--- config.mk ---
export PLATFORM = sky130hd
export DESIGN_NAME = ipsbf_front
export DESIGN_NICKNAME = d
export VERILOG_FILES = /design/src/sv/ipsbf_pkg.sv /design/src/sv/ipsbf_front.sv
export SDC_FILE = /design/constraint.sdc
export NUM_CORES = 1
export LEC_CHECK = 0
export BUFFER_PORTS_ARGS = -buffer_cell sky130_fd_sc_hd__buf_2
export CORE_ASPECT_RATIO = 1.75
export CORE_MARGIN = 4
export CORE_UTILIZATION = 30
export DETAILED_ROUTE_END_ITERATION = 10
export GPL_TIMING_DRIVEN = 0
export SYNTH_ARGS = -nofsm -noshare
export SYNTH_HDL_FRONTEND = slang
export SYNTH_SLANG_ARGS = --single-unit
--- constraint.sdc ---
create_clock -name i_clk -period 3.8 [get_ports i_clk]
set_clock_uncertainty 0.15 [all_clocks]
set_input_delay 0.19 -clock i_clk [delete_from_list [all_inputs] [get_ports i_clk]]
set_output_delay 0.19 -clock i_clk [all_outputs]
set_load 0.05 [all_outputs]
--- src/sv/ipsbf_pkg.sv ---
// Shared types and constants for the IPv4 source blocklist filter.
package ipsbf_pkg;

    localparam int STORE_ENTRIES = 1024;
    localparam int IDX_W = $clog2(STORE_ENTRIES);
    localparam int CNT_W = IDX_W + 1;

    localparam logic [15:0] TPID_CTAG  = 16'h8100;
    localparam logic [15:0] TPID_STAG  = 16'h88A8;
    localparam logic [15:0] ETYPE_IPV6 = 16'h86DD;

    localparam logic [1:0] KIND_BYTE   = 2'd0;
    localparam logic [1:0] KIND_ADD    = 2'd1;
    localparam logic [1:0] KIND_REMOVE = 2'd2;

    localparam logic [1:0] VERDICT_PASS  = 2'd0;
    localparam logic [1:0] VERDICT_DROP  = 2'd1;
    localparam logic [1:0] VERDICT_ABORT = 2'd2;

    localparam logic [1:0] STATUS_DONE     = 2'd0;
    localparam logic [1:0] STATUS_FULL     = 2'd1;
    localparam logic [1:0] STATUS_NOTFOUND = 2'd2;

    localparam logic ANSWER_VERDICT = 1'b0;
    localparam logic ANSWER_TABLE   = 1'b1;

    // back-end job codes
    localparam logic [1:0] OP_FIXED  = 2'd0;
    localparam logic [1:0] OP_LOOKUP = 2'd1;
    localparam logic [1:0] OP_ADD    = 2'd2;
    localparam logic [1:0] OP_REMOVE = 2'd3;

    typedef struct packed {
        logic [1:0]  kind;
        logic [7:0]  packet_byte;
        logic        frame_end;
        logic [31:0] table_address;
    } t_in_item;

    typedef struct packed {
        logic        answer_kind;
        logic [1:0]  verdict;
        logic [1:0]  table_status;
        logic [31:0] source_address;
    } t_out_item;

    typedef struct packed {
        logic [1:0]  op;
        logic [1:0]  verdict;
        logic [31:0] addr;
    } t_job;

endpackage

--- src/sv/ipsbf_front.sv ---
// Frame byte parser: classifies items and emits back-end jobs.
module ipsbf_front
    import ipsbf_pkg::*;
(
    input  logic     i_clk,
    input  logic     i_rst_n,
    input  logic     i_accept,
    input  t_in_item i_item,
    output logic     o_push,
    output t_job     o_job
);

    localparam logic [5:0] POS_LIMIT = 6'd38;

    logic [5:0]  r_pos, n_pos;
    logic [15:0] r_ek, n_ek;
    logic        r_tag, n_tag;
    logic [31:0] r_src, n_src;
    logic [5:0]  src_at;

    always_comb begin
        n_pos  = r_pos;
        n_ek   = r_ek;
        n_tag  = r_tag;
        n_src  = r_src;
        src_at = 6'd26;
        o_push = 1'b0;
        o_job  = '0;
        if (i_accept) begin
            if (i_item.kind == KIND_ADD || i_item.kind == KIND_REMOVE) begin
                o_push   = 1'b1;
                o_job.op = (i_item.kind == KIND_ADD) ? OP_ADD : OP_REMOVE;
                o_job.addr = i_item.table_address;
            end else if (i_item.kind == KIND_BYTE) begin
                if (r_pos < POS_LIMIT) begin
                    if (r_pos == 6'd12) begin
                        n_ek = {i_item.packet_byte, r_ek[7:0]};
                    end else if (r_pos == 6'd13) begin
                        n_ek  = {r_ek[15:8], i_item.packet_byte};
                        n_tag = (n_ek == TPID_CTAG) || (n_ek == TPID_STAG);
                    end else if (r_tag && r_pos == 6'd16) begin
                        n_ek = {i_item.packet_byte, r_ek[7:0]};
                    end else if (r_tag && r_pos == 6'd17) begin
                        n_ek = {r_ek[15:8], i_item.packet_byte};
                    end
                    src_at = n_tag ? 6'd30 : 6'd26;
                    if (r_pos >= src_at && r_pos < src_at + 6'd4) begin
                        n_src = {r_src[23:0], i_item.packet_byte};
                    end
                    n_pos = r_pos + 6'd1;
                end
                if (i_item.frame_end) begin
                    o_push = 1'b1;
                    o_job.op = OP_FIXED;
                    if (n_pos < 6'd14 || (n_tag && n_pos < 6'd18)) begin
                        o_job.verdict = VERDICT_ABORT;
                    end else if (n_ek == ETYPE_IPV6) begin
                        o_job.verdict = VERDICT_PASS;
                    end else if (n_pos < (n_tag ? 6'd38 : 6'd34)) begin
                        o_job.verdict = VERDICT_ABORT;
                    end else begin
                        o_job.op   = OP_LOOKUP;
                        o_job.addr = n_src;
                    end
                    n_pos = '0;
                    n_ek  = '0;
                    n_tag = 1'b0;
                    n_src = '0;
                end
            end
        end
    end

    always_ff @(posedge i_clk) begin
        if (!i_rst_n) begin
            r_pos <= '0;
            r_ek  <= '0;
            r_tag <= 1'b0;
            r_src <= '0;
        end else begin
            r_pos <= n_pos;
            r_ek  <= n_ek;
            r_tag <= n_tag;
            r_src <= n_src;
        end
    end

endmodule

==> results of run 1 <==
worst max-delay path, stage by stage, from the launching register on:
cell and delay [ps]:
dfxtp_4 370, inv_2 60, ha_4 160, or3b_4 400
a2111oi_4 320, nor2_4 110, inv_4 100, ha_4 200
a21oi_2 140, o21ai_2 80, a2111oi_4 410, buf_6 200
buf_12 150, mux2i_4 80, o31ai_4 280, buf_6 200
how the worst max path moves through the flow:
stage	start	slack, ps	cells after the start	endpoint
CTS	r_pos[1]	-310	17	o_job[25]
global route	r_pos[0]	-280	15	o_job[25]
floorplan	r_pos[1]	10	14	o_job[12]
global placement	r_ek[12]	-480	13	o_job[9]
finish	r_pos[0]	-130	15	o_job[25]
detailed placement	r_ek[12]	-510	13	o_job[9]
cell families after synthesis:
family                   after synthesis  synth area share (%)
XOR/XNOR                               2                0.4969
adder cells (fa/ha/maj)               12                 4.258
other                                  1                0.1064
flip-flops                            55                 31.23
multiplexers                          33                 9.368
AO/OA/AOI/OAI                        118                 31.97
AND/OR/NAND/NOR                      100                 15.33
buffers and inverters                 45                 7.239
power breakdown:
group	switching (mW)	internal, mW
clock	0.220	0.378
combinational	0.166	0.0914
sequential	0.000367	0.575
total	0.386	1.04
metrics by stage:
step,TNS [ps],power [mW]
5_1_grt,-7640,1.469
3_3_place_gp,-17810,0.8126
3_5_place_dp,-19080,0.8150
4_1_cts,-7014,1.433
6_report,-2273,1.430
2_1_floorplan,0,0.7482
cells in the mapped netlist (all sizes together) (2+ instances only):
| master | count |
|---|---|
| nand4b | 6 |
| o21ai | 6 |
| nand2 | 38 |
| nand3b | 2 |
| nor2 | 9 |
| buf | 23 |
| dfxtp | 55 |
| nand3 | 3 |
| a21oi | 3 |
| xnor2 | 2 |
| a211oi | 2 |
| inv | 10 |
| or2 | 2 |
| o31ai | 33 |
| a2111oi | 3 |
| o22ai | 2 |
| ha | 12 |
| or3 | 2 |
| a21boi | 3 |
| nor2b | 23 |
| a32o | 32 |
| nand4 | 3 |
| and3 | 2 |
| mux2i | 33 |
| clkbuf | 12 |
| a22oi | 20 |
| o21a | 2 |
| a21o | 4 |
what timing repair did:
action / CTS / global route
pin swaps: 14 / 11
endpoints found under the setup margin: 63 / 64
setup buffers: 12 / 8
resized for setup: 167 / 23
cloned: 3 / 1
sequential cells by signal, indices dropped and copies added (netlist names):
name   flops
r_ek      16
r_pos      6
r_src     32
r_tag      1
per-layer routing:
layer | vias up | part of all wire (%) | GRT usage, % | wire length (um)
met4 | 0 | 4.5 | 9.433 | 520
met1 | 1652 | 35 | 16.32 | 4036
met3 | 33 | 2.6 | 2.386 | 297
li1 | 1618 | - | - | -
met5 | - | 0 | 0 | 0
met2 | 84 | 58 | 34.84 | 6776
area by class of cell:
cell class | instances | area (sq um) | share of cell area [%]
clock inverters | 2 | 60.06 | 1.071
flip-flops and latches | 55 | 1110 | 19.79
well taps | 135 | 168.9 | 3.011
plain buffers | 32 | 254.0 | 4.528
multi-input cells | 266 | 3008 | 53.62
clock buffers | 6 | 128.9 | 2.298
repair buffers | 100 | 837.1 | 14.92
inverters | 10 | 42.54 | 0.7584
==> impl_metrics.json, run 1 <==
{
  "status": "complete, but fails checks",
  "violations": "setup timing",
  "avgSynthCellArea_sq_um": 9.634,
  "post-route-util_pct": 48.71,
  "cp_max_fo": 5,
  "cts-root-buf": "clkbuf_16",
  "synth_seq_cells": 55,
  "period_share_pct": 103.3,
  "worstSetupPathType": "flip-flop to primary output",
  "final_common_cell": "dfxtp_1",
  "nets": 528,
  "synth-edff-count": 0,
  "grt_first_pass_wirelength_um": 18570,
  "hold_end": "r_src[0]",
  "start_util_pct": 30.62,
  "synth-main-ff-cell": "dfxtp_1",
  "layout.cells.non_filler": 606,
  "wl_per_cell_um": 19.19,
  "io_pins": 83,
  "design_area_sq_um": 5609,
  "die_w_um": 89.95,
  "p_per_area_nw_per_um2": 255.0,
  "setup_viol": 32,
  "min_from": "i_item[33]",
  "ant_nets": 0,
  "clock-sinks": 55,
  "synth_nets": 424,
  "syn_to_final_growth_pct": 59.08,
  "ys_seq_area_share_pct": 31.23,
  "postPlaceCellArea_sq_um": 4420,
  "peakVddDrop_uv": 205.8,
  "r2r_end": "r_src[5]",
  "post-place-ws_ps": -508.9,
  "clock.fmax_ghz": 0.2547,
  "h-tree-depth": 2,
  "finalHoldViolCount": 0,
  "dieArea_sq_um": 13620,
  "wl_um": 11630,
  "grt_overflow_total": 0,
  "regToRegSetupSlack_ps": 160,
  "dp_cells": 580,
  "cts_tree": "done",
  "clk-insertion-delay-late_ps": 300,
  "hold_ws_ps": 77.38,
  "synthDistinctLibCells": 53,
  "firstDrtPassIters": 4,
  "netlist_area_sq_um": 3526,
  "antenna_cells": 0,
  "synthCells": 366,
  "leakagePower_nw": 1.849,
  "startpoint_type": "flip-flop",
  "viasPerCell": 5.589,
  "hold_path_depth": 2,
  "hold_buffers": 0,
  "gr-usage-all-layers_pct": 17.14,
  "cts_buffers": 5,
  "core_sq_um": 11520,
  "ctsLongestPathBuffers": 2,
  "gp_congestion": 0.8295,
  "grt_pass1_vias": 3582,
  "drt_iter0_markers": 126,
  "rsz0062_at_grt": "true",
  "rows": 52,
  "drv_slew": 0,
  "cp.required_ps": 3460,
  "r2r_cells": 16,
  "cts.clk_slew.worst_paths_ps": 70,
  "hp-class": "primary input to flip-flop",
  "setup_ws_ps": -126.9,
  "mostFrequentLayoutCells": "dfxtp_1, buf_2, buf_6",
  "tightestPinTransition_ps": 532.0,
  "dr_total_vias": 3387,
  "relSlewSlack_pct": 64.41,
  "arrival_ps": 3590,
  "grt_start_max_net_pins": 17,
  "layout-drive-gt1-share_pct": 46.07,
  "cap_violations": 0,
  "synth_area_leaders": "dfxtp_1, mux2i_1, o31ai_2",
  "async_reset_ff_share_pct": 0,
  "critPathCaptureType": "primary output",
  "post-route-drc-count": 0,
  "synth_warnings": 0,
  "yosysTopAreaCell": "dfxtp_1",
  "period_needed_ps": 3927,
  "place_hpwl_um": 8460,
  "fill_cells": 1032,
  "antenna_found_initial": 0,
  "die_h_um": 151.4,
  "yosysTopAreaCellShare_pct": 31.23,
  "io_buffers": 79,
  "reg2reg_from": "r_pos[0]"
}
Power figures use the tool's default switching activity.
==> inputs of run 2 (changes only) <==
--- a/config.mk
+++ b/config.mk
@@ -9,6 +9,7 @@
 export CORE_ASPECT_RATIO = 1.75
 export CORE_MARGIN = 4
 export CORE_UTILIZATION = 30
+export CTS_BUF_LIST = sky130_fd_sc_hd__clkbuf_16
 export DETAILED_ROUTE_END_ITERATION = 10
 export GPL_TIMING_DRIVEN = 0
 export SYNTH_ARGS = -nofsm -noshare
==> impl_metrics.json, run 2 (synthesis results as in run 1) <==
{
  "start_util_pct": 30.62,
  "wl_per_cell_um": 19.19,
  "ctsLongestPathBuffers": 2,
  "grt_pass1_vias": 3582,
  "final_common_cell": "dfxtp_1",
  "gr-usage-all-layers_pct": 17.14,
  "period_needed_ps": 3926,
  "mostFrequentLayoutCells": "dfxtp_1, buf_2, buf_6",
  "finalHoldViolCount": 0,
  "syn_to_final_growth_pct": 59.08,
  "p_sw_uw": 385.3,
  "hold_buffers": 0,
  "cts_buffers": 5,
  "antenna_found_initial": 0,
  "place_hpwl_um": 8460,
  "min_from": "i_item[33]",
  "cp_max_fo": 5,
  "rsz0062_at_grt": "true",
  "hp-class": "primary input to flip-flop",
  "startpoint": "r_pos[0]",
  "hold_path_depth": 2,
  "r2r_end": "r_src[5]",
  "cp.required_ps": 3460,
  "ant_nets": 0,
  "die_w_um": 89.95,
  "p_per_area_nw_per_um2": 254.5,
  "post-route-drc-count": 0,
  "power_frac_clock_pct": 41.7,
  "startpoint_type": "flip-flop",
  "power_frac_comb_pct": 18.0,
  "antenna_cells": 0,
  "nets": 528,
  "rows": 52,
  "firstDrtPassIters": 5,
  "status": "complete, but fails checks",
  "reg2reg_from": "r_pos[0]",
  "clock-sinks": 55,
  "viasPerCell": 5.584,
  "layout-drive-gt1-share_pct": 46.07,
  "grt_start_max_net_pins": 17,
  "h-tree-depth": 2,
  "cts.clk_slew.worst_paths_ps": 70,
  "grt_overflow_total": 0,
  "violations": "setup timing",
  "regToRegSetupSlack_ps": 160,
  "clock.fmax_ghz": 0.2547,
  "largest_reg_flops": 32,
  "leakagePower_nw": 1.853,
  "design_power_total_mw": 1.427,
  "clk-insertion-delay-late_ps": 300,
  "io_pins": 83,
  "seqPwrFrac_pct": 40.3,
  "dr_total_vias": 3384,
  "critPathCaptureType": "primary output",
  "io_buffers": 79,
  "top_regs": "r_src: 32 flops, r_ek: 16 flops, r_pos: 6 flops",
  "hold_end": "r_src[0]",
  "arrival_ps": 3590,
  "drv_slew": 0,
  "peakVddDrop_uv": 205.8,
  "drt_iter0_markers": 126,
  "dieArea_sq_um": 13620,
  "switching_share_pct": 27.00,
  "r2r_cells": 16,
  "wl_um": 11630,
  "tightestPinTransition_ps": 535.1,
  "cts_tree": "done",
  "gp_congestion": 0.8295,
  "worstSetupPathType": "flip-flop to primary output",
  "grt_first_pass_wirelength_um": 18570,
  "largest_register": "r_src",
  "relSlewSlack_pct": 64.20,
  "period_share_pct": 103.3,
  "setup_ws_ps": -126.1,
  "setup_viol": 32,
  "core_sq_um": 11520,
  "cap_violations": 0,
  "cts-root-buf": "clkbuf_16",
  "die_h_um": 151.4,
  "post-route-util_pct": 48.71,
  "internal_power_mw": 1.042,
  "post-place-ws_ps": -508.9
}
run 2: cell count changes in the layout (fill, tap and decap cells not counted), sizes merged:
cell,previous run,this run
inv,10,11
clkbuf,20,19
run 2: routing by layer:
layer  vias up  part of all wire, %  GRT usage, %
met5         -                    0             0
met1      1649                   35         16.32
met2        84                   58         34.84
met3        33                  2.5         2.386
li1       1618                    -             -
met4         0                  4.5         9.433
run 2: timing repair:
item,4_1_cts,5_1_grt
setup buffers,12,8
gates cloned,3,1
gates resized for setup,167,23
endpoints found under the setup margin,63,64
pin swaps,14,11
run 2: metrics by stage:
stage          hold slack (ps)  TNS [ps]  instances  cell area (sq um)
2_1_floorplan            165.8         0        366               3856
3_3_place_gp             321.1    -17810        580               4420
3_5_place_dp             329.8    -19080        580               4420
4_1_cts                  77.29     -7014        602               5558
5_1_grt                  108.9     -7640        606               5609
6_report                 80.34     -2245        606               5609
run 2: layout make-up:
class	instances	area, sq um
fill	1032	5907
multi-input combinational	266	3008
sequential	55	1110
timing repair buffer	100	837.1
buffer	32	254.0
tap	135	168.9
clock buffer	5	125.1
clock inverter	3	63.81
inverter	10	42.54
run 2: power groups by stage:
stage                     combinational [mW]  sequential [mW]  clock, mW
after floorplan                        0.158            0.590          0
after CTS                              0.256            0.576      0.598
after global routing                   0.271            0.575      0.621
after detailed placement               0.225            0.590          0
after global placement                 0.223            0.590          0
final                                  0.257            0.575      0.595
run 2: worst max path at each step:
stage | to | slack, ps
2_1_floorplan | o_job[12] | 10
3_3_place_gp | o_job[9] | -480
3_5_place_dp | o_job[9] | -510
4_1_cts | o_job[25] | -310
5_1_grt | o_job[25] | -280
6_report | o_job[25] | -130
run 2: worst max-delay path, stage by stage, from the launching register on:
cell and delay (ps):
dfxtp_4 370, inv_2 60, ha_4 160, or3b_4 390
a2111oi_4 320, nor2_4 110, inv_4 100, ha_4 200
a21oi_2 140, o21ai_2 80, a2111oi_4 410, buf_6 200
buf_12 150, mux2i_4 80, o31ai_4 280, buf_6 200
==> inputs of run 3 (changes only) <==
==> constraint.sdc (replaced) <==
create_clock -name i_clk -period 3.8 [get_ports i_clk]
set_clock_uncertainty 0.15 [all_clocks]
set_input_delay 0.38 -clock i_clk [delete_from_list [all_inputs] [get_ports i_clk]]
set_output_delay 0.38 -clock i_clk [all_outputs]
set_load 0.05 [all_outputs]
==> impl_metrics.json, run 3 (synthesis results as in run 1) <==
{
  "arrival_ps": 3580,
  "cts.clk_slew.worst_paths_ps": 70,
  "firstDrtPassIters": 4,
  "largest_reg_flops": 32,
  "dieArea_sq_um": 13620,
  "cts_tree": "done",
  "grt_first_pass_wirelength_um": 18150,
  "worstSetupPathType": "flip-flop to primary output",
  "leakagePower_nw": 1.857,
  "largest_register": "r_src",
  "critPathCaptureType": "primary output",
  "viasPerCell": 5.526,
  "tns_ps": -7636,
  "rows": 52,
  "cp_max_fo": 6,
  "power_frac_clock_pct": 36.5,
  "wl_per_cell_um": 19.05,
  "grt_overflow_total": 0,
  "startpoint_type": "flip-flop",
  "post-route-drc-count": 0,
  "finalHoldViolCount": 0,
  "cp.required_ps": 3270,
  "start_util_pct": 30.62,
  "layout.cells.non_filler": 607,
  "hp-class": "primary input to flip-flop",
  "p_sw_uw": 398.1,
  "gr-usage-all-layers_pct": 16.80,
  "antenna_found_initial": 0,
  "period_share_pct": 108.1,
  "ctsLongestPathBuffers": 2,
  "p_per_area_nw_per_um2": 230.2,
  "h-tree-depth": 2,
  "post-route-util_pct": 49.53,
  "seqPwrFrac_pct": 43.9,
  "die_w_um": 89.95,
  "core_sq_um": 11520,
  "dp_cells": 580,
  "io_pins": 83,
  "power_frac_comb_pct": 19.6,
  "setup_ws_ps": -308.3,
  "place_hpwl_um": 8605,
  "drt_iter0_markers": 86,
  "tightestPinTransition_ps": 567.2,
  "switching_share_pct": 30.31,
  "nets": 529,
  "violations": "setup timing",
  "mostFrequentLayoutCells": "dfxtp_1, buf_2, buf_6",
  "relSlewSlack_pct": 62.05,
  "die_h_um": 151.4,
  "final_common_cell": "dfxtp_1",
  "wl_um": 11560,
  "ant_nets": 0,
  "cts-root-buf": "clkbuf_16",
  "cts_buffers": 5,
  "hold_ws_ps": 278.0,
  "drv_slew": 0,
  "internal_power_uw": 915.2,
  "top_regs": "r_src: 32 flops, r_ek: 16 flops, r_pos: 6 flops",
  "rsz0062_at_grt": "true",
  "regToRegSetupSlack_ps": 230,
  "layout-drive-gt1-share_pct": 47.88,
  "peakVddDrop_uv": 167.8,
  "io_buffers": 79,
  "fill_cells": 999,
  "gp_congestion": 0.8231,
  "grt_start_max_net_pins": 19,
  "clock-sinks": 55,
  "hold_buffers": 0,
  "syn_to_final_growth_pct": 61.78,
  "period_needed_ps": 4108,
  "grt_pass1_vias": 3534,
  "status": "complete, but fails checks",
  "antenna_cells": 0,
  "dr_total_vias": 3354,
  "clock.fmax_ghz": 0.2434,
  "setup_viol": 32,
  "cap_violations": 0,
  "clk-insertion-delay-late_ps": 300
}
[run 3: changes by cell type in the layout (fill, tap and decap cells not counted), moves of 2 or more]
cell | previous run | this run
bufinv_16 | 2 | 0
clkinvlp_4 | 0 | 2
buf_16 | 0 | 3
ha_1 | 7 | 5
buf_6 | 44 | 42
ha_4 | 5 | 7
buf_12 | 4 | 7
[run 3: layer usage]
layer  wire, um  track usage (%)
met1       3976            15.90
met2       6886            35.03
met3        289            2.237
met4        410            7.822
met5          0                0
[run 3: power groups by stage]
stage,sequential (mW),combinational (mW),clock [mW]
detailed placement,0.590,0.227,0
CTS,0.576,0.259,0.488
global placement,0.590,0.224,0
global route,0.576,0.273,0.507
floorplan,0.590,0.159,0
finish,0.576,0.258,0.479
[run 3: path summary, 6_finish.rpt]
| path | endpoint | from | cells after the start |
|---|---|---|---|
| setup / recovery | o_job[16] | r_pos[0] | 15 |
| hold / removal | r_src[0] | i_item[33] | 2 |
| setup reg to reg | r_src[3] | r_pos[0] | 15 |
| hold reg to reg | r_tag | r_tag | 2 |
[run 3: per-stage QoR]
stage	area [sq um]	total power [mW]	setup slack, ps
after floorplan	3956	0.7489	-58.41
after global placement	4521	0.8142	-673.8
after detailed placement	4521	0.8168	-708.0
after CTS	5628	1.322	-452.5
after global routing	5704	1.356	-416.1
final	5704	1.313	-308.3
[run 3: layout make-up]
cell class | instances | area, sq um | share of cell area [%]
clock inverters | 3 | 23.77 | 0.4168
clock buffers | 5 | 125.1 | 2.193
plain buffers | 32 | 266.5 | 4.672
well taps | 135 | 168.9 | 2.961
inverters | 10 | 45.04 | 0.7896
flip-flops and latches | 55 | 1107 | 19.41
multi-input cells | 266 | 3067 | 53.76
repair buffers | 101 | 900.9 | 15.79
[run 3: what timing repair did]
action | in CTS | in global routing
setup endpoints to repair | 66 | 64
endpoints found under the hold margin | 0 | 0
setup buffers | 15 | 3
pin swaps | 15 | 5
cloned | 4 | 0
resized for setup | 158 | 18
[run 3: critical path: stages (launching register included)]
cell and delay, ps:
dfxtp_4 410, inv_4 60, ha_4 150, or3b_4 400, a2111oi_4 310, nor2_4 100, buf_4 150, buf_4 130
ha_4 210, a2111oi_4 410, buf_6 190, buf_12 120, buf_12 140, mux2i_4 270, o31ai_4 70, buf_6 160
