File: src/sv/ipsbf_pkg.sv
// Shared types and constants for the IPv4 source blocklist filter.
package ipsbf_pkg;

    localparam int STORE_ENTRIES = 1024;
    localparam int IDX_W = $clog2(STORE_ENTRIES);
    localparam int CNT_W = IDX_W + 1;

    localparam logic [15:0] TPID_CTAG  = 16'h8100;
    localparam logic [15:0] TPID_STAG  = 16'h88A8;
    localparam logic [15:0] ETYPE_IPV6 = 16'h86DD;

    localparam logic [1:0] KIND_BYTE   = 2'd0;
    localparam logic [1:0] KIND_ADD    = 2'd1;
    localparam logic [1:0] KIND_REMOVE = 2'd2;

    localparam logic [1:0] VERDICT_PASS  = 2'd0;
    localparam logic [1:0] VERDICT_DROP  = 2'd1;
    localparam logic [1:0] VERDICT_ABORT = 2'd2;

    localparam logic [1:0] STATUS_DONE     = 2'd0;
    localparam logic [1:0] STATUS_FULL     = 2'd1;
    localparam logic [1:0] STATUS_NOTFOUND = 2'd2;

    localparam logic ANSWER_VERDICT = 1'b0;
    localparam logic ANSWER_TABLE   = 1'b1;

    // back-end job codes
    localparam logic [1:0] OP_FIXED  = 2'd0;
    localparam logic [1:0] OP_LOOKUP = 2'd1;
    localparam logic [1:0] OP_ADD    = 2'd2;
    localparam logic [1:0] OP_REMOVE = 2'd3;

    typedef struct packed {
        logic [1:0]  kind;
        logic [7:0]  packet_byte;
        logic        frame_end;
        logic [31:0] table_address;
    } t_in_item;

    typedef struct packed {
        logic        answer_kind;
        logic [1:0]  verdict;
        logic [1:0]  table_status;
        logic [31:0] source_address;
    } t_out_item;

    typedef struct packed {
        logic [1:0]  op;
        logic [1:0]  verdict;
        logic [31:0] addr;
    } t_job;

endpackage

File: src/sv/ipsbf_queue.sv
// Two-entry job queue between parser and table engine.
module ipsbf_queue
    import ipsbf_pkg::*;
(
    input  logic i_clk,
    input  logic i_rst_n,
    input  logic i_push,
    input  t_job i_job,
    input  logic i_pop,
    output logic o_valid,
    output logic o_full,
    output t_job o_job
);

    t_job       r_slot [2];
    logic       r_wp, r_rp;
    logic [1:0] r_cnt;

    assign o_valid = (r_cnt != 2'd0);
    assign o_full  = (r_cnt == 2'd2);
    assign o_job   = r_slot[r_rp];

    always_ff @(posedge i_clk) begin
        if (i_push) begin
            r_slot[r_wp] <= i_job;
        end
    end

    always_ff @(posedge i_clk) begin
        if (!i_rst_n) begin
            r_wp  <= 1'b0;
            r_rp  <= 1'b0;
            r_cnt <= 2'd0;
        end else begin
            if (i_push) begin
                r_wp <= ~r_wp;
            end
            if (i_pop) begin
                r_rp <= ~r_rp;
            end
            r_cnt <= r_cnt + {1'b0, i_push} - {1'b0, i_pop};
        end
    end

endmodule

File: config.mk
export PLATFORM = sky130hd
export DESIGN_NAME = ipsbf_queue
export DESIGN_NICKNAME = d
export VERILOG_FILES = /design/src/sv/ipsbf_pkg.sv /design/src/sv/ipsbf_queue.sv
export SDC_FILE = /design/constraint.sdc
export NUM_CORES = 1
export LEC_CHECK = 0
export ABC_CLOCK_PERIOD_IN_PS = 6400
export BUFFER_PORTS_ARGS = -buffer_cell sky130_fd_sc_hd__buf_2
export CORE_MARGIN = 8
export CORE_UTILIZATION = 45
export DETAILED_ROUTE_END_ITERATION = 12
export GPL_TIMING_DRIVEN = 1
export PLACE_DENSITY_LB_ADDON = 0.08
export SETUP_SLACK_MARGIN = 0.02
export SYNTH_ARGS = -nofsm -noshare
export SYNTH_HDL_FRONTEND = slang
export SYNTH_SLANG_ARGS = --single-unit
File: constraint.sdc
create_clock -name i_clk -period 6.4 [get_ports i_clk]
set_clock_uncertainty 0.05 [all_clocks]
set_input_delay 0.64 -clock i_clk [delete_from_list [all_inputs] [get_ports i_clk]]
set_output_delay 0.64 -clock i_clk [all_outputs]
set_load 0.03 [all_outputs]
==> flow_metrics.py, run 1 <==
metrics = {
    "worst_setup_path": {
        "slowest_delay_ns": 1.10,
        "critPathKind": "flip-flop to output port",
        "worstPathMaxFanout": 36,
        "reg2reg_slack_ns": 4.80,
        "worstPathCellList": "mux2_2 -> buf_2",
        "start_kind": "flip-flop",
        "cp.required_ns": 5.71,
        "r2r_cells": 1,
        "worst_path_max_delay_cell": "dfxtp_2",
        "worstPathArrival_ns": 2.03,
        "cp-end-kind": "output port",
    },
    "synthesis": {
        "yosys_warnings": 0,
        "synth.distinct_cells": 14,
        "yosysMostFrequentCell": "edfxtp_1",
        "synth_seq_cells": 77,
        "synth_top_cell_area_share_pct": 72.6,
        "netlist_instances": 133,
        "synthArstFlopShare_pct": 0,
        "syn_area_mm2": 0.00298,
        "yosysSeqAreaShare_pct": 75.9,
        "synth_edf_count": 72,
        "synth_top_area_cell": "edfxtp_1",
        "ys_top_cells_by_area": "edfxtp_1 (73%), mux2_4 (15%), dfxtp_1 (3.4%)",
        "synth_flop_cell": "edfxtp_1",
        "synth_common_cells": "edfxtp_1 (72), mux2_4 (30), mux2_2 (6), dfxtp_1 (5)",
        "synth.net_count": 175,
        "syn_area_per_cell_um2": 22.4,
    },
    "global_routing": {
        "grt.overflow.total": 0,
        "grt_max_degree": 38,
        "grt_usage_pct": 10.9,
        "grt_pass1_vias": 1658,
        "grt_pass1_wl_um": 7960,
        "antenna_found_initial": 0,
    },
    "power": {
        "power_leakage_nw": 1.46,
        "seqPwrFrac_pct": 50.8,
        "ir_drop_mv": 0.217,
        "p_int_mw": 0.914,
        "p_per_area_mw_per_mm2": 326,
        "switching_power_mw": 0.271,
        "switching_share_pct": 22.9,
        "power_frac_clock_pct": 35.1,
        "power_frac_comb_pct": 14.2,
    },
    "cells_and_area": {
        "seq_area_mm2": 0.00226,
        "multiInputGateArea_um2": 647,
        "num_antenna_cells": 0,
        "drive_above_1_share_pct": 58.6,
        "area_growth_pct": 21.8,
        "fin_cells": 299,
        "nNetsFinal": 259,
        "fill_cells": 526,
    },
    "route": {
        "drc": 0,
        "vias_per_cell": 4.75,
        "drt-pass1-iter-count": 3,
        "via_count": 1419,
        "wl_per_cell_um": 16.9,
        "wirelength_um": 5060,
        "wl_met3_um": 382,
        "wl_met2_um": 2700,
        "top_layer": "met4",
        "drt_iter0_markers": 58,
        "ant_nets": 0,
        "wl_met1_um": 1900,
    },
    "clock_network": {
        "hold_buffers": 0,
        "ctsResizeCount": 0,
        "cts_buffers": 9,
        "post_cts_buffers": 0,
        "cts.sinks": 77,
        "cts_max_level": 3,
        "clock_latency_ns": 0.32,
        "cts_tree": "done",
        "path_clk_slew_ns": 0.08,
        "cts_root_buf": "clkbuf_8",
        "cts_max_path_buffers": 2,
    },
    "floorplanning": {
        "rows": 29,
        "die_area_mm2": 0.00948,
        "initial_core_util_pct": 46.6,
        "coreArea_mm2": 0.00639,
        "die_y_um": 97.4,
        "die_x_um": 97.4,
        "io_pins": 78,
    },
    "placement": {
        "placed_cells": 283,
        "hpwl_um": 3470,
        "portBuffers": 77,
        "gp_congestion": 0.660,
    },
    "sta": {
        "worst_slew_pin_slew_ns": 1.16,
        "setup_tns_ns": 0,
        "fin_crit_ns": 2.72,
        "max_clock_freq_mhz": 368,
        "finalSetupViolCount": 0,
        "rsz0062_at_grt": "no",
        "hold_viol": 0,
        "maxSlewViolCount": 0,
        "fin_crit_sh_pct": 42.5,
        "timing.slew.headroom_pct": 22.8,
    },
    "run": {
        "cap_viol_max_count": 0,
    },
    "hold_path": {
        "hold_depth": 1,
        "holdCritPathClass": "input pin to flip-flop",
    },
    "outcome": {
        "outcome": "complete, no violations",
    },
}
## worst max-delay path: cells and delay by family, from the launching register on
| kind | cells | cell delay [ns] |
|---|---|---|
| buffers and inverters | 1 | 0.18 |
| flip-flops | 1 | 1.10 |
| multiplexers | 1 | 0.42 |
## state kept, by name, summed over array words and instances, names as in the netlist, named ones only
| signal | count |
|---|---|
| r_rp | 1 |
| r_cnt | 2 |
| r_slot | 72 |
| r_wp | 1 |
## logic make-up (layout without fill, tap and decap cells)
family                     Yosys count  after routing  synth area share [%]
AOI/OAI and AO/OA                    1              1                 0.252
xor gates and xnor gates             2              2                  1.05
adders and majority gates            2              2                 0.840
buffers and inverters                6             95                  2.65
DFF                                 77             77                  75.9
muxes                               36             36                  17.4
and+or+nand+nor                      9              9                  1.89
## final cells by class
cell class | instances | share of cell area, %
clock buffer | 11 | 3.62
clock inverter | 5 | 2.72
inverter | 2 | 0.207
multi-input combinational | 50 | 17.8
sequential | 77 | 62.4
tap | 77 | 2.65
timing repair buffer | 77 | 10.6
## power by group through the flow
| stage | logic (mW) | clock network (mW) | registers (mW) |
|---|---|---|---|
| 2_1_floorplan | 0.140 | 0 | 0.599 |
| 3_3_place_gp | 0.167 | 0 | 0.611 |
| 3_5_place_dp | 0.171 | 0 | 0.614 |
| 4_1_cts | 0.172 | 0.427 | 0.603 |
| 5_1_grt | 0.179 | 0.448 | 0.605 |
| 6_report | 0.168 | 0.416 | 0.602 |
## path summary, 6_finish.rpt
path | startpoint | end
setup reg to reg | r_wp | r_slot[0][0]
setup / recovery | flip-flop | o_job[0]
hold reg to reg | r_rp | flip-flop
hold / removal | i_job[6] | r_slot[0][6]
## metal layers
metal  global-route usage (%)  up-vias
met5                        0        -
met4                     5.59        0
met3                     4.77        9
met2                     19.7       47
met1                     10.2      683
li1                         -      680
## metrics by stage
stage	worst slack, ns	util (%)	area, um^2	power (mW)	hold WS (ns)
6_report	3.68	56.8	3630	1.19	0.443
5_1_grt	3.55	56.8	3630	1.23	0.423
4_1_cts	3.62	56.8	3630	1.20	0.425
3_5_place_dp	3.99	53.2	3400	0.785	0.535
3_3_place_gp	4.03	53.2	3400	0.778	0.512
2_1_floorplan	3.63	-	2980	0.739	0.505
## layout by cell type, fill, tap and decap left out, types with 2 or more instances in the layout
cell       netlist  layout
mux2_2           6       6
edfxtp_1        72      72
nor2b_1          4       3
and2_1           4       3
clkbuf_8         0       9
ha_1             2       2
dfxtp_1          5       4
inv_1            2       2
buf_2            0      77
bufinv_16        0       3
mux2_4          30      30
clkbuf_1         0       2
(Power assumes the default switching activity.)
==> run 2: changes to the inputs <==
--- a/config.mk
+++ b/config.mk
@@ -5,7 +5,8 @@
 export SDC_FILE = /design/constraint.sdc
 export NUM_CORES = 1
 export LEC_CHECK = 0
-export ABC_CLOCK_PERIOD_IN_PS = 6400
+export ABC_AREA = 1
+export ABC_CLOCK_PERIOD_IN_PS = 2800
 export BUFFER_PORTS_ARGS = -buffer_cell sky130_fd_sc_hd__buf_2
 export CORE_MARGIN = 8
 export CORE_UTILIZATION = 45
==> constraint.sdc (replaced) <==
create_clock -name i_clk -period 2.8 [get_ports i_clk]
set_clock_uncertainty 0.05 [all_clocks]
set_input_delay 0.28 -clock i_clk [delete_from_list [all_inputs] [get_ports i_clk]]
set_output_delay 0.28 -clock i_clk [all_outputs]
set_load 0.03 [all_outputs]
==> run 2 against run 1 <==
Combinational power increased by 110%. Synthesized area about the same. Critical path type unchanged. Via count increased by 4.5%. Final cell count increased by 5.4%. Flip-flop and latch count unchanged.
==> flow_metrics.py, run 2 <==
metrics = {
    "sta": {
        "timing.slew.headroom_pct": 62.4,
        "max_clock_freq_mhz": 476,
        "hold_ws_ns": 0.0732,
        "maxSlewViolCount": 0,
        "fin_crit_sh_pct": 75.0,
        "setup_tns_ns": 0,
        "worst_slew_pin_slew_ns": 0.563,
        "rsz0062_at_grt": "no",
        "hold_viol": 0,
        "finalSetupViolCount": 0,
        "fin_crit_ns": 2.10,
        "fin_ws_ns": 0.700,
    },
    "worst_setup_path": {
        "cp_top_family": "flip-flops",
        "slowest_delay_ns": 0.63,
        "worstPathCellList": "buf_12 -> mux2_2 -> buf_2",
        "cp-end-kind": "output port",
        "critPathKind": "flip-flop to output port",
        "cp_num_buf_inv": 2,
        "worst_path_max_delay_cell": "dfxtp_2",
        "cp.required_ns": 2.47,
        "worstPathMaxFanout": 23,
        "start_kind": "flip-flop",
        "worstPathArrival_ns": 1.77,
    },
    "route": {
        "ant_nets": 0,
        "drc": 0,
        "via_count": 1483,
        "wirelength_um": 5230,
        "wl_per_cell_um": 16.6,
        "drt_iter0_markers": 46,
        "vias_per_cell": 4.71,
        "drt-pass1-iter-count": 4,
    },
    "synthesis": {
        "synth_common_cells": "edfxtp_1 (72), mux2_4 (30), nand2_1 (9), nor2_1 (8), inv_1 (7)",
        "synthArstFlopShare_pct": 0,
        "synth_seq_cells": 77,
        "synth_edf_count": 72,
        "ys_top_cells_by_area": "edfxtp_1 (73%), mux2_4 (15%), dfxtp_1 (3.4%)",
        "yosys_warnings": 0,
        "synth_flop_cell": "edfxtp_1",
        "synth.net_count": 187,
        "syn_area_mm2": 0.00298,
        "synth.distinct_cells": 12,
        "yosysSeqAreaShare_pct": 76.0,
        "netlist_instances": 145,
        "synth_top_area_cell": "edfxtp_1",
        "yosysMostFrequentCell": "edfxtp_1",
        "syn_area_per_cell_um2": 20.5,
        "synth_top_cell_area_share_pct": 72.6,
    },
    "floorplanning": {
        "die_y_um": 97.3,
        "io_pins": 78,
        "die_x_um": 97.3,
        "rows": 29,
        "coreArea_mm2": 0.00639,
        "die_area_mm2": 0.00947,
        "initial_core_util_pct": 46.6,
    },
    "clock_network": {
        "cts_root_buf": "clkbuf_8",
        "cts_max_level": 3,
        "hold_buffers": 0,
        "cts_buffers": 9,
        "cts.sinks": 77,
        "cts_tree": "done",
        "ctsResizeCount": 0,
        "post_cts_buffers": 0,
        "cts_max_path_buffers": 2,
        "path_clk_slew_ns": 0.08,
        "clock_latency_ns": 0.33,
    },
    "cells_and_area": {
        "nNetsFinal": 275,
        "regMostFlops": "r_slot",
        "finish.utilization_pct": 57.6,
        "final_common_cell": "buf_2",
        "num_antenna_cells": 0,
        "largestRegisters": "r_slot (72), r_cnt (2)",
        "area_growth_pct": 23.5,
        "largest_reg_flops": 72,
        "fin_cells": 315,
        "final_cell_mix": "buf_2 (77), edfxtp_1 (72), mux2_4 (30)",
        "drive_above_1_share_pct": 55.9,
    },
    "placement": {
        "gp_congestion": 0.717,
        "placed_cells": 299,
        "hpwl_um": 3830,
        "portBuffers": 77,
        "preCtsSetupSlack_ns": 1.04,
    },
    "power": {
        "ir_drop_mv": 0.380,
        "power_leakage_nw": 1.51,
        "p_per_area_mw_per_mm2": 729,
    },
    "hold_path": {
        "holdCritPathClass": "input pin to flip-flop",
    },
    "run": {
        "cap_viol_max_count": 0,
    },
    "global_routing": {
        "grt_pass1_wl_um": 8270,
        "antenna_found_initial": 0,
        "grt_pass1_vias": 1661,
        "grt_max_degree": 24,
        "grt.overflow.total": 0,
        "grt_usage_pct": 11.5,
    },
    "outcome": {
        "outcome": "complete, no violations",
    },
}
## run 2: changes by cell type after synthesis, sizes merged
cell | before | now
a21oi | 0 | 1
nand2 | 0 | 9
inv | 2 | 7
nor2 | 0 | 8
or2 | 1 | 0
o21a | 1 | 0
and2 | 4 | 0
xor2 | 1 | 0
xnor3 | 1 | 0
nor2b | 4 | 0
nand3 | 0 | 1
## run 2: through the flow
stage | area (um^2) | power [mW]
finish | 3680 | 2.68
global route | 3680 | 2.78
CTS | 3680 | 2.71
detailed placement | 3440 | 1.74
global placement | 3440 | 1.73
floorplan | 2980 | 1.63
## run 2: cells by family (layout without fill, tap and decap cells)
| kind of cell | after synthesis | after routing | synth area share (%) |
|---|---|---|---|
| flops | 77 | 77 | 76.0 |
| mux | 36 | 36 | 17.4 |
| simple gates | 18 | 18 | 2.31 |
| buf+inv | 11 | 104 | 3.28 |
| fa+ha+maj | 2 | 2 | 0.841 |
| compound gates | 1 | 1 | 0.168 |
## run 2: path summary, 6_finish.rpt
check,start,to,slack [ns],depth (start not counted)
max reg2reg,r_wp,r_slot[0][23],1.24,2
min,i_job[15],r_slot[0][15],0.07,1
min reg2reg,r_rp,r_rp,0.48,2
max,flip-flop,o_job[35],0.70,3
## run 2: report_power, final
part / internal, mW / switching, mW / total [mW] / leakage (nW)
clock: 0.592 / 0.379 / 0.972 / 0.118
combinational: 0.142 / 0.212 / 0.354 / 0.675
sequential: 1.33 / 0.0255 / 1.35 / 0.718
## run 2: cell type report
class / count / area, um^2
inverters: 7 / 26.3
repair buffers: 81 / 428
clock buffers: 10 / 128
well taps: 77 / 96.3
flip-flops and latches: 77 / 2260
fillers: 527 / 2710
clock inverters: 6 / 111
multi-input cells: 57 / 624
## run 2: metal layers
metal / GRT usage (%) / vias to the layer above / share of wire [%]
met4: 5.59 / 0 / 1.5
li1: - / 720 / -
met1: 10.6 / 713 / 38
met5: 0 / - / 0
met2: 21.0 / 44 / 54
met3: 4.98 / 6 / 6.2
==> run 3: changes to the inputs <==
--- a/config.mk
+++ b/config.mk
@@ -6,7 +6,7 @@
 export NUM_CORES = 1
 export LEC_CHECK = 0
 export ABC_AREA = 1
-export ABC_CLOCK_PERIOD_IN_PS = 2800
+export ABC_CLOCK_PERIOD_IN_PS = 1800
 export BUFFER_PORTS_ARGS = -buffer_cell sky130_fd_sc_hd__buf_2
 export CORE_MARGIN = 8
 export CORE_UTILIZATION = 45
==> constraint.sdc (replaced) <==
create_clock -name i_clk -period 1.8 [get_ports i_clk]
set_clock_uncertainty 0.05 [all_clocks]
set_input_delay 0.18 -clock i_clk [delete_from_list [all_inputs] [get_ports i_clk]]
set_output_delay 0.18 -clock i_clk [all_outputs]
set_load 0.03 [all_outputs]
==> run 3 against run 2 <==
Clock power up 6%. Core utilization up 4.7 points. Sequential power up 56%. Critical endpoint is now o_job[18]. Highest routed layer unchanged.
==> flow_metrics.py, run 3 (synthesis results as in run 2) <==
metrics = {
    "sta": {
        "worst_slew_pin_slew_ns": 0.321,
        "fin_ws_ns": 0.0975,
        "timing.slew.headroom_pct": 78.6,
        "fin_crit_ns": 1.70,
        "hold_viol": 0,
        "setup_tns_ns": 0,
        "maxSlewViolCount": 0,
        "rsz0062_at_grt": "no",
        "fin_crit_sh_pct": 94.6,
        "max_clock_freq_mhz": 587,
        "finalSetupViolCount": 0,
    },
    "route": {
        "via_count": 1618,
        "ant_nets": 0,
        "drt-pass1-iter-count": 4,
        "wirelength_um": 5430,
        "drt_iter0_markers": 44,
        "wl_per_cell_um": 15.4,
        "drc": 0,
        "vias_per_cell": 4.60,
    },
    "global_routing": {
        "grt_pass1_vias": 1901,
        "grt_usage_pct": 11.9,
        "antenna_found_initial": 0,
        "grt.overflow.total": 0,
        "grt_max_degree": 32,
        "grt_pass1_wl_um": 8850,
    },
    "cells_and_area": {
        "num_antenna_cells": 0,
        "finalInstanceArea_mm2": 0.00398,
        "largest_reg_flops": 72,
        "final_common_cell": "buf_2",
        "drive_above_1_share_pct": 48.4,
        "fin_cells": 352,
        "area_growth_pct": 33.7,
        "nNetsFinal": 312,
        "regMostFlops": "r_slot",
        "final_cell_mix": "buf_2 (77), edfxtp_1 (72), dlygate4sd3_1 (36)",
        "fill_cells": 508,
        "largestRegisters": "r_slot (72), r_cnt (2)",
    },
    "hold_path": {
        "hp-start": "i_rst_n",
        "holdCritPathClass": "input pin to flip-flop",
    },
    "placement": {
        "preCtsSetupSlack_ns": 0.362,
        "hpwl_um": 3850,
        "placed_cells": 300,
        "gp_congestion": 0.719,
        "dpl_cell_area_mm2": 0.00346,
        "portBuffers": 77,
    },
    "worst_setup_path": {
        "reg2reg_slack_ns": 0.44,
        "worstPathMaxFanout": 20,
        "worstPathArrival_ns": 1.47,
        "critPathKind": "flip-flop to output port",
        "r2r_start": "r_cnt[0]",
        "cp.required_ns": 1.57,
        "start_kind": "flip-flop",
        "cp-end-kind": "output port",
    },
    "floorplanning": {
        "die_x_um": 97.3,
        "die_y_um": 97.3,
        "die_area_mm2": 0.00947,
        "rows": 29,
        "io_pins": 78,
        "coreArea_mm2": 0.00639,
        "initial_core_util_pct": 46.6,
    },
    "power": {
        "ir_drop_mv": 0.525,
        "power_frac_clock_pct": 27.5,
        "p_total_mw": 3.76,
        "power_leakage_nw": 1.63,
        "switching_share_pct": 24.8,
        "seqPwrFrac_pct": 55.7,
        "p_per_area_mw_per_mm2": 945,
        "p_int_mw": 2.83,
        "power_frac_comb_pct": 16.8,
        "switching_power_mw": 0.934,
    },
    "clock_network": {
        "cts_max_level": 3,
        "cts_buffers": 9,
        "cts_tree": "done",
        "clock_latency_ns": 0.32,
        "path_clk_slew_ns": 0.07,
        "cts.sinks": 77,
        "cts_root_buf": "clkbuf_8",
        "cts_max_path_buffers": 2,
    },
    "outcome": {
        "outcome": "complete, no violations",
    },
    "run": {
        "cap_viol_max_count": 0,
    },
}
[run 3: path summary, 6_finish.rpt]
kind | to | depth (start not counted)
min | r_cnt[0] | 3
max reg2reg | r_cnt[1] | 8
min reg2reg | r_rp | 2
max | o_job[18] | 3
[run 3: cell type report]
cell class | count | area, um^2 | share of cell area, %
multi-input cells | 57 | 624 | 15.7
repair buffers | 118 | 812 | 20.4
inverters | 7 | 26.3 | 0.660
clock buffers | 10 | 128 | 3.21
well taps | 77 | 96.3 | 2.42
flip-flops and latches | 77 | 2260 | 56.9
clock inverters | 6 | 30.0 | 0.754
[run 3: critical path, stage by stage (launching register included)]
cell and delay, ns:
dfxtp_2 0.36, buf_6 0.27, mux2_4 0.33, buf_2 0.18
[run 3: what timing repair did]
| action | in CTS | in global routing |
|---|---|---|
| endpoints found under the setup margin | 20 | 0 |
| hold buffers | 36 | 0 |
| setup buffers | 0 | 0 |
| endpoints found under the hold margin | 72 | 0 |
| gates resized for setup | 1 | 0 |
[run 3: through the flow]
stage	utilization (%)	hold WS, ns
floorplan	-	0.223
global placement	54.2	0.318
detailed placement	54.2	0.323
CTS	62.3	0.0205
global route	62.3	0.0469
finish	62.3	0.0403
[run 3: power by group through the flow]
stage / Combinational, mW / Clock, mW / Sequential (mW)
global placement: 0.560 / 0 / 2.13
finish: 0.632 / 1.03 / 2.10
detailed placement: 0.579 / 0 / 2.14
floorplan: 0.416 / 0 / 2.13
global route: 0.682 / 1.14 / 2.10
CTS: 0.644 / 1.07 / 2.10
[run 3: metal layers]
layer / share of wire [%] / wire [um] / vias to the layer above / track usage [%]
met5: 0 / 0 / - / 0
met1: 39 / 2140 / 763 / 11.8
met4: 2.0 / 111 / 0 / 6.29
met2: 52 / 2830 / 50 / 21.1
met3: 6.4 / 350 / 11 / 4.48
li1: - / - / 794 / -
